**src/hw/rtl/piddb_pkg.sv**
```systemverilog
// Shared types, widths, register codes and helpers of the deadband PID controller.
package piddb_pkg;

  // Default number of fraction bits of the gain registers.
  localparam int unsigned FRAC_BITS_DEF = 12;

  // Field widths.
  localparam int unsigned SAMPLE_W   = 16;
  localparam int unsigned GAIN_W     = 24;
  localparam int unsigned DEADBAND_W = 15;
  localparam int unsigned DRIVE_W    = 16;
  localparam int unsigned MODE_W     = 5;
  localparam int unsigned ERR_W      = SAMPLE_W + 1;
  localparam int unsigned TOTAL_W    = 32;

  // Gains are widened by one bit so that a negated minimum still fits.
  localparam int unsigned GAINX_W    = GAIN_W + 1;
  localparam int unsigned PROD_W     = GAINX_W + ERR_W;
  localparam int unsigned IPROD_W    = GAINX_W + TOTAL_W;
  localparam int unsigned PD_W       = PROD_W + 1;
  localparam int unsigned SUM_W      = PD_W + 1;

  // Configuration port.
  localparam int unsigned PADDR_W    = 5;
  localparam int unsigned PDATA_W    = 32;
  localparam int unsigned IDX_W      = 3;

  // Mode bit positions.
  localparam int unsigned MODE_P     = 0;
  localparam int unsigned MODE_I     = 1;
  localparam int unsigned MODE_D     = 2;
  localparam int unsigned MODE_AUTO  = 3;
  localparam int unsigned MODE_REV   = 4;

  // Register reset values.
  localparam logic [SAMPLE_W-1:0]   SETPOINT_RST  = 16'd0;
  localparam logic [GAIN_W-1:0]     PROP_GAIN_RST = 24'd4096;
  localparam logic [GAIN_W-1:0]     INTEG_GAIN_RST = 24'd410;
  localparam logic [GAIN_W-1:0]     DERIV_GAIN_RST = 24'd0;
  localparam logic [DEADBAND_W-1:0] DEADBAND_RST  = 15'd0;
  localparam logic [DRIVE_W-1:0]    DRIVE_MIN_RST = 16'd0;
  localparam logic [DRIVE_W-1:0]    DRIVE_MAX_RST = 16'd255;
  localparam logic [MODE_W-1:0]     MODE_RST      = 5'd7;

  // Register indexes; byte address is four times the index.
  typedef enum logic [IDX_W-1:0] {
    REG_SETPOINT   = 3'd0,
    REG_PROP_GAIN  = 3'd1,
    REG_INTEG_GAIN = 3'd2,
    REG_DERIV_GAIN = 3'd3,
    REG_DEADBAND   = 3'd4,
    REG_DRIVE_MIN  = 3'd5,
    REG_DRIVE_MAX  = 3'd6,
    REG_MODE       = 3'd7
  } reg_idx_t;

  // Current register contents, shared by all stages.
  typedef struct packed {
    logic signed [SAMPLE_W-1:0] setpoint;
    logic signed [GAIN_W-1:0]   prop_gain;
    logic signed [GAIN_W-1:0]   integ_gain;
    logic signed [GAIN_W-1:0]   deriv_gain;
    logic [DEADBAND_W-1:0]      deadband;
    logic signed [DRIVE_W-1:0]  drive_min;
    logic signed [DRIVE_W-1:0]  drive_max;
    logic [MODE_W-1:0]          mode_bits;
  } cfg_t;

  // Error stage result.
  typedef struct packed {
    logic                       manual;
    logic                       dead;
    logic                       flip;
    logic signed [ERR_W-1:0]    err;
    logic signed [ERR_W-1:0]    dsample;
    logic signed [TOTAL_W-1:0]  total;
  } front_t;

  // Product stage result.
  typedef struct packed {
    logic                       manual;
    logic                       dead;
    logic                       flip;
    logic signed [PROD_W-1:0]   p_prod;
    logic signed [PROD_W-1:0]   d_prod;
    logic signed [IPROD_W-1:0]  i_prod;
  } mult_t;

  // Clamp a wide value to [lo, hi]; above hi wins over below lo.
  function automatic logic signed [DRIVE_W-1:0] clamp_drive(
    input logic signed [SUM_W-1:0]   v,
    input logic signed [DRIVE_W-1:0] lo,
    input logic signed [DRIVE_W-1:0] hi
  );
    logic signed [SUM_W-1:0]   lo_x;
    logic signed [SUM_W-1:0]   hi_x;
    logic signed [DRIVE_W-1:0] res;
    lo_x = $signed({{(SUM_W-DRIVE_W){lo[DRIVE_W-1]}}, lo});
    hi_x = $signed({{(SUM_W-DRIVE_W){hi[DRIVE_W-1]}}, hi});
    if (v > hi_x) begin
      res = hi;
    end else if (v < lo_x) begin
      res = lo;
    end else begin
      res = $signed(v[DRIVE_W-1:0]);
    end
    return res;
  endfunction

endpackage

```
**src/hw/rtl/piddb_back.sv**
```systemverilog
// Output stage: integral term, term sum, clamping and the result register.
module piddb_back #(
  parameter int unsigned FRAC_BITS = piddb_pkg::FRAC_BITS_DEF
) (
  input  logic                                 clk,
  input  logic                                 rst_n,
  input  piddb_pkg::cfg_t                      cfg,
  input  logic                                 up_vld,
  input  piddb_pkg::mult_t                     up_data,
  output logic                                 up_rdy,
  output logic                                 dn_vld,
  output logic signed [piddb_pkg::DRIVE_W-1:0] dn_drive,
  output logic                                 dn_computed,
  input  logic                                 dn_rdy
);
  import piddb_pkg::*;

  logic                      vld_r;
  logic signed [DRIVE_W-1:0] drive_r;
  logic                      computed_r;
  logic signed [DRIVE_W-1:0] integ_r;
  logic signed [DRIVE_W-1:0] held_r;

  logic                      fire;
  logic signed [PD_W-1:0]    pd;
  logic signed [PD_W-1:0]    pd_sh;
  logic signed [IPROD_W-1:0] i_sh;
  logic signed [DRIVE_W-1:0] i_sat;
  logic signed [DRIVE_W-1:0] i_base;
  logic signed [DRIVE_W-1:0] i_lim;
  logic signed [SUM_W-1:0]   sum;
  logic signed [DRIVE_W-1:0] drive;
  logic signed [DRIVE_W-1:0] drive_nxt;
  logic                      computed_nxt;

  assign up_rdy      = !vld_r || dn_rdy;
  assign fire        = up_vld && up_rdy;
  assign dn_vld      = vld_r;
  assign dn_drive    = drive_r;
  assign dn_computed = computed_r;

  // Integral term and clamped drive value.
  always_comb begin
    pd    = $signed({up_data.p_prod[PROD_W-1], up_data.p_prod})
          - $signed({up_data.d_prod[PROD_W-1], up_data.d_prod});
    pd_sh = pd >>> FRAC_BITS;
    i_sh  = $signed(up_data.i_prod) >>> FRAC_BITS;
    // Saturate the integral to the 16-bit range.
    if (i_sh[IPROD_W-1:DRIVE_W-1] != {(IPROD_W-DRIVE_W+1){i_sh[IPROD_W-1]}}) begin
      i_sat = i_sh[IPROD_W-1] ? $signed({1'b1, {(DRIVE_W-1){1'b0}}})
                              : $signed({1'b0, {(DRIVE_W-1){1'b1}}});
    end else begin
      i_sat = $signed(i_sh[DRIVE_W-1:0]);
    end
    if (up_data.flip) begin
      i_base = '0;
    end else if (cfg.mode_bits[MODE_I]) begin
      i_base = i_sat;
    end else begin
      i_base = integ_r;
    end
    i_lim = clamp_drive($signed({{(SUM_W-DRIVE_W){i_base[DRIVE_W-1]}}, i_base}),
                        cfg.drive_min, cfg.drive_max);
    sum   = $signed({pd_sh[PD_W-1], pd_sh})
          + $signed({{(SUM_W-DRIVE_W){i_lim[DRIVE_W-1]}}, i_lim});
    drive = clamp_drive(sum, cfg.drive_min, cfg.drive_max);

    // Result selection by mode.
    if (up_data.manual) begin
      drive_nxt    = '0;
      computed_nxt = 1'b0;
    end else if (up_data.dead) begin
      drive_nxt    = held_r;
      computed_nxt = 1'b1;
    end else begin
      drive_nxt    = drive;
      computed_nxt = 1'b1;
    end
  end

  // Result register.
  always_ff @(posedge clk) begin
    if (!rst_n) begin
      vld_r <= 1'b0;
    end else if (up_rdy) begin
      vld_r <= up_vld;
    end
  end

  always_ff @(posedge clk) begin
    if (fire) begin
      drive_r    <= drive_nxt;
      computed_r <= computed_nxt;
    end
  end

  // Integral and held drive, updated once per transfer outside manual mode.
  always_ff @(posedge clk) begin
    if (!rst_n) begin
      integ_r <= '0;
      held_r  <= '0;
    end else if (fire && !up_data.manual) begin
      if (up_data.dead) begin
        integ_r <= '0;
      end else begin
        integ_r <= i_lim;
        held_r  <= drive;
      end
    end
  end

endmodule

```
**config.mk**
```make
export PLATFORM = sky130hd
export DESIGN_NAME = piddb_back
export DESIGN_NICKNAME = d
export VERILOG_FILES = /design/src/hw/rtl/piddb_pkg.sv /design/src/hw/rtl/piddb_back.sv
export SDC_FILE = /design/constraint.sdc
export NUM_CORES = 1
export LEC_CHECK = 0
export BUFFER_PORTS_ARGS = -buffer_cell sky130_fd_sc_hd__buf_2
export CAP_MARGIN = 25
export CORE_MARGIN = 3
export CORE_UTILIZATION = 47
export CTS_CLUSTER_SIZE = 8
export DETAILED_ROUTE_END_ITERATION = 8
export PLACE_DENSITY = 0.86
export SLEW_MARGIN = 20
export SYNTH_ARGS = -nofsm -noshare
export SYNTH_HDL_FRONTEND = slang
export SYNTH_SLANG_ARGS = --single-unit
```
**constraint.sdc**
```tcl
create_clock -name clk -period 15.3 [get_ports clk]
set_clock_uncertainty 0.2 [all_clocks]
set_input_delay 3.06 -clock clk [delete_from_list [all_inputs] [get_ports clk]]
set_output_delay 3.06 -clock clk [all_outputs]
set_load 0.02 [all_outputs]
```
After elaboration in Yosys (flattened, before gate mapping)
Index checks and enable logic that the tools add are counted.
{"block": "op_classes", "addsub": 2, "magnitude_cmp": 4, "eq_ne": 1, "n_mux": 11, "reduce_logical": 5}
{"op": "16-bit 2-to-1 mux", "n": 10}
{"op": "42-bit by 42-bit subtractor with 43-bit output", "n": 1}
{"op": "31-bit by 16-bit adder with 32-bit output", "n": 1}
{"op": "32-bit by 16-bit > comparator with 1-bit output", "n": 1}
{"op": "32-bit by 16-bit < comparator with 1-bit output", "n": 1}
{"op": "29-bit inequality test", "n": 1}
{"op": "16-bit > comparator", "n": 1}
{"op": "16-bit < comparator", "n": 1}
{"op": "1-bit logical AND", "n": 2}
{"op": "1-bit zero test", "n": 2}
{"op": "1-bit logical OR", "n": 1}
{"op": "1-bit 2-to-1 mux", "n": 1}
{"block": "totals", "reg_bits": 50, "in_bits": 288, "output_inout_bits": 19}

Longest topological paths before layout
Gate-level depths: netlist of run 1.
{"block": "depth", "word_depth": 12, "mapped_depth": 43, "mapped_depth_nobuf": 39}

Worst setup path after synthesis of run 1
No wires, ideal clock.
{"block": "synth_path", "path_type": "input-to-reg", "startpoint": "input up_data[29] in the netlist's numbering", "endpoint": "register drive_r[10] (netlist: dn_drive[10]) (data pin)", "arrival_time_ps": 11787, "required_ps": 14825, "slack_ps": 3038, "cell_stages": 40, "path_buffers": 3, "path_cell_list": "or4_1 -> nor4_1 -> o22a_2 -> and2_1 -> clkbuf_1 -> buf_2 -> a211oi_1 -> nor3_1 -> ha_1 -> a21o_1 -> a21o_1 -> a21oi_1 -> o211ai_1 -> nor4_1 -> a22o_1 -> a22oi_1 -> a21oi_1 -> o22a_1 -> [4 not listed] -> a211oi_1 -> a41o_1 -> o41ai_2 -> o211ai_1 -> a31o_2 -> a21oi_1 -> xnor2_1 -> ha_1 -> a21o_1 -> a21o_1 -> a221o_1 -> a21oi_1 -> o21ai_0 -> nor2_1 -> xor2_1 -> buf_4 -> mux2i_1 -> o221ai_1"}
{"block": "synth_via", "elab_chain_cells": 12, "word_cells_on_any_way": 14, "cone_classes": "1 x add/sub; 4 x order compare; 1 x eq/ne; 8 x mux"}
{"element": "start: declaration", "line_no": "piddb_back.sv:9", "text": "input piddb_pkg::mult_t up_data,"}
{"element": "29-bit inequality test (*)", "line_no": "piddb_back.sv:49", "text": "if (i_sh[IPROD_W-1:DRIVE_W-1] != {(IPROD_W-DRIVE_W+1){i_sh[IPROD_W-1]}}) begin"}
{"element": "16-bit 2-to-1 mux (*)", "line_no": "piddb_back.sv:49"}
{"element": "16-bit 2-to-1 mux (*)", "line_no": "piddb_back.sv:57", "text": "end else if (cfg.mode_bits[MODE_I]) begin"}
{"element": "16-bit 2-to-1 mux (*)", "line_no": "piddb_back.sv:55", "text": "if (up_data.flip) begin"}
{"element": "16-bit < comparator", "line_no": "piddb_pkg.sv:102", "text": "end else if (v < lo_x) begin"}
{"element": "16-bit 2-to-1 mux", "line_no": "piddb_pkg.sv:102"}
{"element": "16-bit 2-to-1 mux (*)", "line_no": "piddb_pkg.sv:100", "text": "if (v > hi_x) begin"}
{"element": "31-bit by 16-bit adder with 32-bit output (*)", "line_no": "piddb_back.sv:65", "text": "+ $signed({{(SUM_W-DRIVE_W){i_lim[DRIVE_W-1]}}, i_lim});"}
{"element": "32-bit by 16-bit < comparator with 1-bit output", "line_no": "piddb_pkg.sv:102"}
{"element": "16-bit 2-to-1 mux", "line_no": "piddb_pkg.sv:102"}
{"element": "16-bit 2-to-1 mux (*)", "line_no": "piddb_pkg.sv:100"}
{"element": "16-bit 2-to-1 mux (*)"}
{"element": "end signal: assignment", "line_no": "piddb_back.sv:92", "text": "drive_r <= drive_nxt;"}
{"element": "end: declaration", "line_no": "piddb_back.sv:19", "text": "logic signed [DRIVE_W-1:0] drive_r;"}
Mark *: on every way between the ends. The rest lies on a longest branch, timed or not.
A chain may end at the register's enable or synchronous reset.

Worst setup path after layout of run 1
{"block": "layout_path", "startpoint": "input up_data[45] in the netlist's numbering", "endpoint": "register drive_r[3] (netlist: dn_drive[3]) (data pin)"}
The elaborated chain is that of the path after synthesis.

==> flow_summary.yaml, run 1 <==
die:
  num_rows: 48
  die_h_um: 141.1
  initial_core_util_pct: 48.72
  fp.dieW_um: 141.1
  ios: 307
  coreArea_um2: 17600
  dieArea_um2: 19900
cells_and_area:
  multi_input_area_um2: 6872
  num_antenna_cells: 0
  n_fill_cell: 1623
  postLayoutCellArea_um2: 9806
  nNetsFinal: 1706
  syn2layout_area_growth_pct: 14.38
  mostFrequentLayoutCells: "buf_2, ha_1, inv_1"
  drive_above_1_share_pct: 18.21
  seq_area_um2: 1171
  stdcell_count: 1477
  final_common_cell: "buf_2"
  fin_util_pct: 55.72
synth:
  yosysSeqAreaShare_pct: 13.66
  yosys-top-cells-area: "ha_1, dfxtp_1, edfxtp_1"
  synth_flop_cell: "dfxtp_1"
  ys_warn_count: 0
  async_flop_share_pct: 0
  yosysUniqueCellTypes: 70
  synth_top_cell_area_share_pct: 24.23
  synth-seq-cells: 50
  syn_area_um2: 8573
  netlist_instances: 1091
  syn_nets: 1546
  synth_largest_area_cell: "ha_1"
  synth_edf_count: 17
  avgSynthCellArea_um2: 7.858
sta:
  finalSetupViolCount: 0
  finalSetupTns_ps: 0
  relSlewSlack_pct: 39.02
  report.final.slew_viol_count: 0
  fin_ws_ps: 1571
  fmax_mhz: 72.84
  fin_crit_ps: 13730
  finalHoldViolCount: 0
  period_share_pct: 89.73
  whs_ps: 260.9
  rsz0062_at_grt: "no"
  tightest_slew_ps: 914.7
clock_tree:
  clk_pin_slew_ps: 70
  cts_buffers: 5
  clock-sinks: 50
  clk_latency_ps: 300
  cts_hold_buf: 0
  cts_root_buf: "clkbuf_16"
  post_cts_buffers: 0
  ctsResizeCount: 0
  cts_max_level: 2
  cts_buffer_depth: 2
  cts_tree: "yes"
global_routing:
  grt_pass1_wl_um: 39070
  antenna_found_initial: 0
  grt_remaining_overflow: 0
  grt_pass1_vias: 8281
  grt_usage_pct: 23.27
  grt_max_degree: 35
critical_path:
  reg2reg_slack_ps: 5880
  crit-reg2reg-capture: "dn_drive[3]"
  r2r.worst_path.cells: 33
  cp-start-kind: "primary input"
  critPathKind: "in -> reg"
  max_stage_delay_ps: 790
  cp.required_ps: 15120
  worstPathMaxFanout: 16
  crit_path_end_kind: "flip-flop"
  reg2reg_from: "integ_r[9]"
  crit_top_cell: "a21oi_1"
  arrival_ps: 13550
  slowest_stage: "and3_1"
power_and_ir_drop:
  p_int_uw: 650.4
  p_comb_share_pct: 78.5
  switching_share_pct: 50.58
  p_seq_share_pct: 12.9
  clkPwrFrac_pct: 8.6
  vdd_ir_drop_max_mv: 0.08579
  leakagePower_nw: 4.834
  power.density_nw_per_um2: 134.2
  power.total_mw: 1.316
  p_sw_uw: 665.7
drt:
  dr.pass1.iters: 7
  drtIter0Drc: 607
  ant_nets: 0
  vias: 8809
  drc: 0
  wl_per_cell_um: 16.26
  viasPerCell: 5.964
  wl_um: 24020
min_path:
  hold_path.class: "reg -> reg"
  min_to: "held_r[14]"
  hp-start: "held_r[14]"
  hold_depth: 2
place:
  place_hpwl_um: 20290
  port_buffers: 187
  gp_congestion: 0.9599
  dpl_cell_area_um2: 9662
  pre_cts_ws_ps: 1442
  dpl.cell_count: 1469
status:
  status: "finished clean"
job:
  cap_violations: 0
## logic make-up (layout without fill, tap and decap cells)
kind of cell / count (synthesis) / count (layout) / synth area share, %
adders and majority gates: 167 / 167 / 24.46
buffers and inverters: 136 / 297 / 6.421
muxes: 33 / 33 / 3.853
xor gates and xnor gates: 53 / 53 / 5.415
and+or+nand+nor: 329 / 329 / 19.50
DFF: 50 / 50 / 13.66
AOI/OAI and AO/OA: 323 / 323 / 26.69
## worst max-delay path: cells and delay by family
family                     cells  cell delay (ps)
AOI/OAI and AO/OA             21             4730
xor gates and xnor gates       2              320
adders and majority gates      3              980
buffers and inverters          2              390
muxes                          3              810
and+or+nand+nor                7             3210
## routing by layer
layer  vias up  GRT usage (%)  share of wire, %
li1       4415              -                 -
met1      4027          32.94                47
met2       346          38.65                45
met3        21          2.815               7.5
met4         0          3.723               1.2
met5         -              0                 0
## Yosys cell counts (all sizes together), types with 28 or more instances
cell and instances:
mux2i 33, ha 166, nor2 87, inv 97
nand2 71, dfxtp 33, a211oi 28, a21oi 82
clkbuf 32, o21ai 37, a21o 54, nand4 41
xnor2 40, nor3 28
## area by class of cell
type | count | share of cell area (%)
clock buffer | 6 | 1.314
clock inverter | 2 | 0.1531
inverter | 97 | 3.713
multi-input combinational | 905 | 70.08
sequential | 50 | 11.94
tap | 225 | 2.871
timing repair buffer | 192 | 9.927
## power groups by stage
stage | clock network, mW | registers [mW] | logic [mW]
4_1_cts | 0.113 | 0.170 | 1.02
3_3_place_gp | 0 | 0.172 | 0.973
5_1_grt | 0.119 | 0.172 | 1.15
6_report | 0.114 | 0.170 | 1.03
2_1_floorplan | 0 | 0.187 | 0.753
3_5_place_dp | 0 | 0.173 | 1.01
## worst max-delay path by stage
stage	startpoint	end	slack (ps)	cells after the start
4_1_cts	up_data[45]	dn_drive[3]	1710	39
5_1_grt	up_data[45]	dn_drive[14]	760	38
3_5_place_dp	up_data[45]	dn_drive[3]	1440	38
3_3_place_gp	up_data[45]	dn_drive[0]	1590	38
6_report	up_data[45]	dn_drive[3]	1570	38
2_1_floorplan	up_data[29]	dn_drive[10]	3040	40
## state kept, by name, indices dropped and copies added (netlist names)
register / flops
dn_computed: 1
dn_drive: 16
dn_vld: 1
held_r: 16
integ_r: 16
Power figures use the tool's default switching activity.
==> run 2: changes to the inputs <==
--- a/config.mk
+++ b/config.mk
@@ -11,7 +11,7 @@
 export CORE_UTILIZATION = 47
 export CTS_CLUSTER_SIZE = 8
 export DETAILED_ROUTE_END_ITERATION = 8
-export PLACE_DENSITY = 0.86
+export PLACE_DENSITY = 0.89
 export SLEW_MARGIN = 20
 export SYNTH_ARGS = -nofsm -noshare
 export SYNTH_HDL_FRONTEND = slang
==> constraint.sdc (replaced) <==
create_clock -name clk -period 11.7 [get_ports clk]
set_clock_uncertainty 0.2 [all_clocks]
set_input_delay 2.34 -clock clk [delete_from_list [all_inputs] [get_ports clk]]
set_output_delay 2.34 -clock clk [all_outputs]
set_load 0.02 [all_outputs]
==> flow_summary.yaml, run 2 (synthesized netlist as in run 1, its figures left out) <==
power_and_ir_drop:
  vdd_ir_drop_max_mv: 0.1501
  leakagePower_nw: 5.292
  power.density_nw_per_um2: 187.4
clock_tree:
  cts_tree: "yes"
  cts_hold_buf: 0
  clock-sinks: 50
  cts_root_buf: "clkbuf_16"
  cts_buffer_depth: 2
  cts_max_level: 2
  cts_buffers: 5
  clk_pin_slew_ps: 70
  clk_latency_ps: 300
sta:
  fmax_mhz: 88.15
  finalSetupTns_ps: 0
  finalHoldViolCount: 0
  tightest_slew_ps: 779.6
  period_share_pct: 96.96
  report.final.slew_viol_count: 0
  relSlewSlack_pct: 47.97
  finalSetupViolCount: 0
  fin_crit_ps: 11340
die:
  ios: 307
  num_rows: 48
  dieArea_um2: 19900
  die_h_um: 141.1
  coreArea_um2: 17600
  initial_core_util_pct: 48.72
  fp.dieW_um: 141.1
global_routing:
  grt_usage_pct: 24.16
  antenna_found_initial: 2
  grt_pass1_wl_um: 40520
  grt_remaining_overflow: 0
  grt_max_degree: 35
  grt_pass1_vias: 8760
critical_path:
  cp.required_ps: 11520
  crit-reg2reg-capture: "dn_drive[7]"
  worstPathMaxFanout: 9
  slowest_stage: "or4_1"
  crit_top_cell: "o21a_1"
  r2r.worst_path.cells: 34
  reg2reg_from: "integ_r[15]"
  setup.worst_path.start: "up_data[45]"
  cp-start-kind: "primary input"
  max_stage_delay_ps: 580
  critPathKind: "in -> reg"
  arrival_ps: 11160
  reg2reg_slack_ps: 3370
  crit_path_end_kind: "flip-flop"
drt:
  dr.pass1.iters: 8
  ant_nets: 0
  vias: 9412
  wl_per_cell_um: 16.70
  drc: 0
  wl_um: 26140
  drtIter0Drc: 627
  viasPerCell: 6.014
place:
  dpl.cell_count: 1544
  gp_congestion: 0.9635
  place_hpwl_um: 21280
  port_buffers: 187
job:
  cap_violations: 0
cells_and_area:
  stdcell_count: 1565
  drive_above_1_share_pct: 26.53
  nNetsFinal: 1792
  syn2layout_area_growth_pct: 25.39
  final_common_cell: "buf_2"
  mostFrequentLayoutCells: "buf_2, ha_1, inv_1"
  n_fill_cell: 1435
status:
  status: "finished clean"
min_path:
  hp-start: "held_r[14]"
  hold_depth: 2
  hold_path.class: "reg -> reg"
  min_to: "held_r[14]"
run 2: changes by cell type in the layout (fill, tap and decap cells not counted), sizes merged:
cell	previous run	this run
diode	0	2
clkbuf	6	7
inv	97	98
buf	192	276
run 2: repair_timing:
item	CTS	global route
setup endpoints to repair	0	32
resized for setup	0	47
setup buffers	0	10
run 2: area by class of cell:
type / count / area, um2 / share of cell area (%)
sequential: 50 / 1171 / 10.89
tap: 225 / 281.5 / 2.619
timing repair buffer: 278 / 1708 / 15.89
inverter: 97 / 364.1 / 3.387
antenna: 2 / 5.005 / 0.04655
multi-input combinational: 905 / 7072 / 65.78
clock inverter: 3 / 23.77 / 0.2211
clock buffer: 5 / 125.1 / 1.164
run 2: metal layers:
metal	track usage (%)	wire [um]
met4	6.374	471
met2	40.38	12120
met1	32.91	11280
met5	0	7
met3	2.985	2265
run 2: how the worst max path moves through the flow:
stage	slack, ps	depth (start not counted)	endpoint
6_report	360	45	dn_drive[7]
3_3_place_gp	-20	44	dn_drive[0]
5_1_grt	-60	46	dn_drive[12]
3_5_place_dp	-150	44	dn_drive[13]
4_1_cts	120	44	dn_drive[0]
2_1_floorplan	160	40	dn_drive[10]
run 2: report_power, final:
group | internal, mW | switching [mW]
logic | 0.751 | 0.888
registers | 0.213 | 0.00877
clock network | 0.0802 | 0.0722
run 2: through the flow:
stage	power, mW	worst slack, ps	instance area, um2	hold WS (ps)	utilization (%)
global route	2.171	-60.55	10750	291.2	61.08
detailed placement	1.686	-145.3	10270	247.9	58.39
finish	2.014	355.5	10750	258.1	61.09
CTS	1.848	119.8	10420	264.3	59.24
global placement	1.628	-16.41	10270	236.3	58.39
floorplan	1.229	158.4	8573	224.7	-
run 2: critical path: cells and delay by family:
kind / cells / cell delay, ps
compound gates: 23 / 4140
simple gates: 7 / 1680
buf+inv: 9 / 1450
xor+xnor: 2 / 460
fa+ha+maj: 3 / 850
mux: 1 / 240
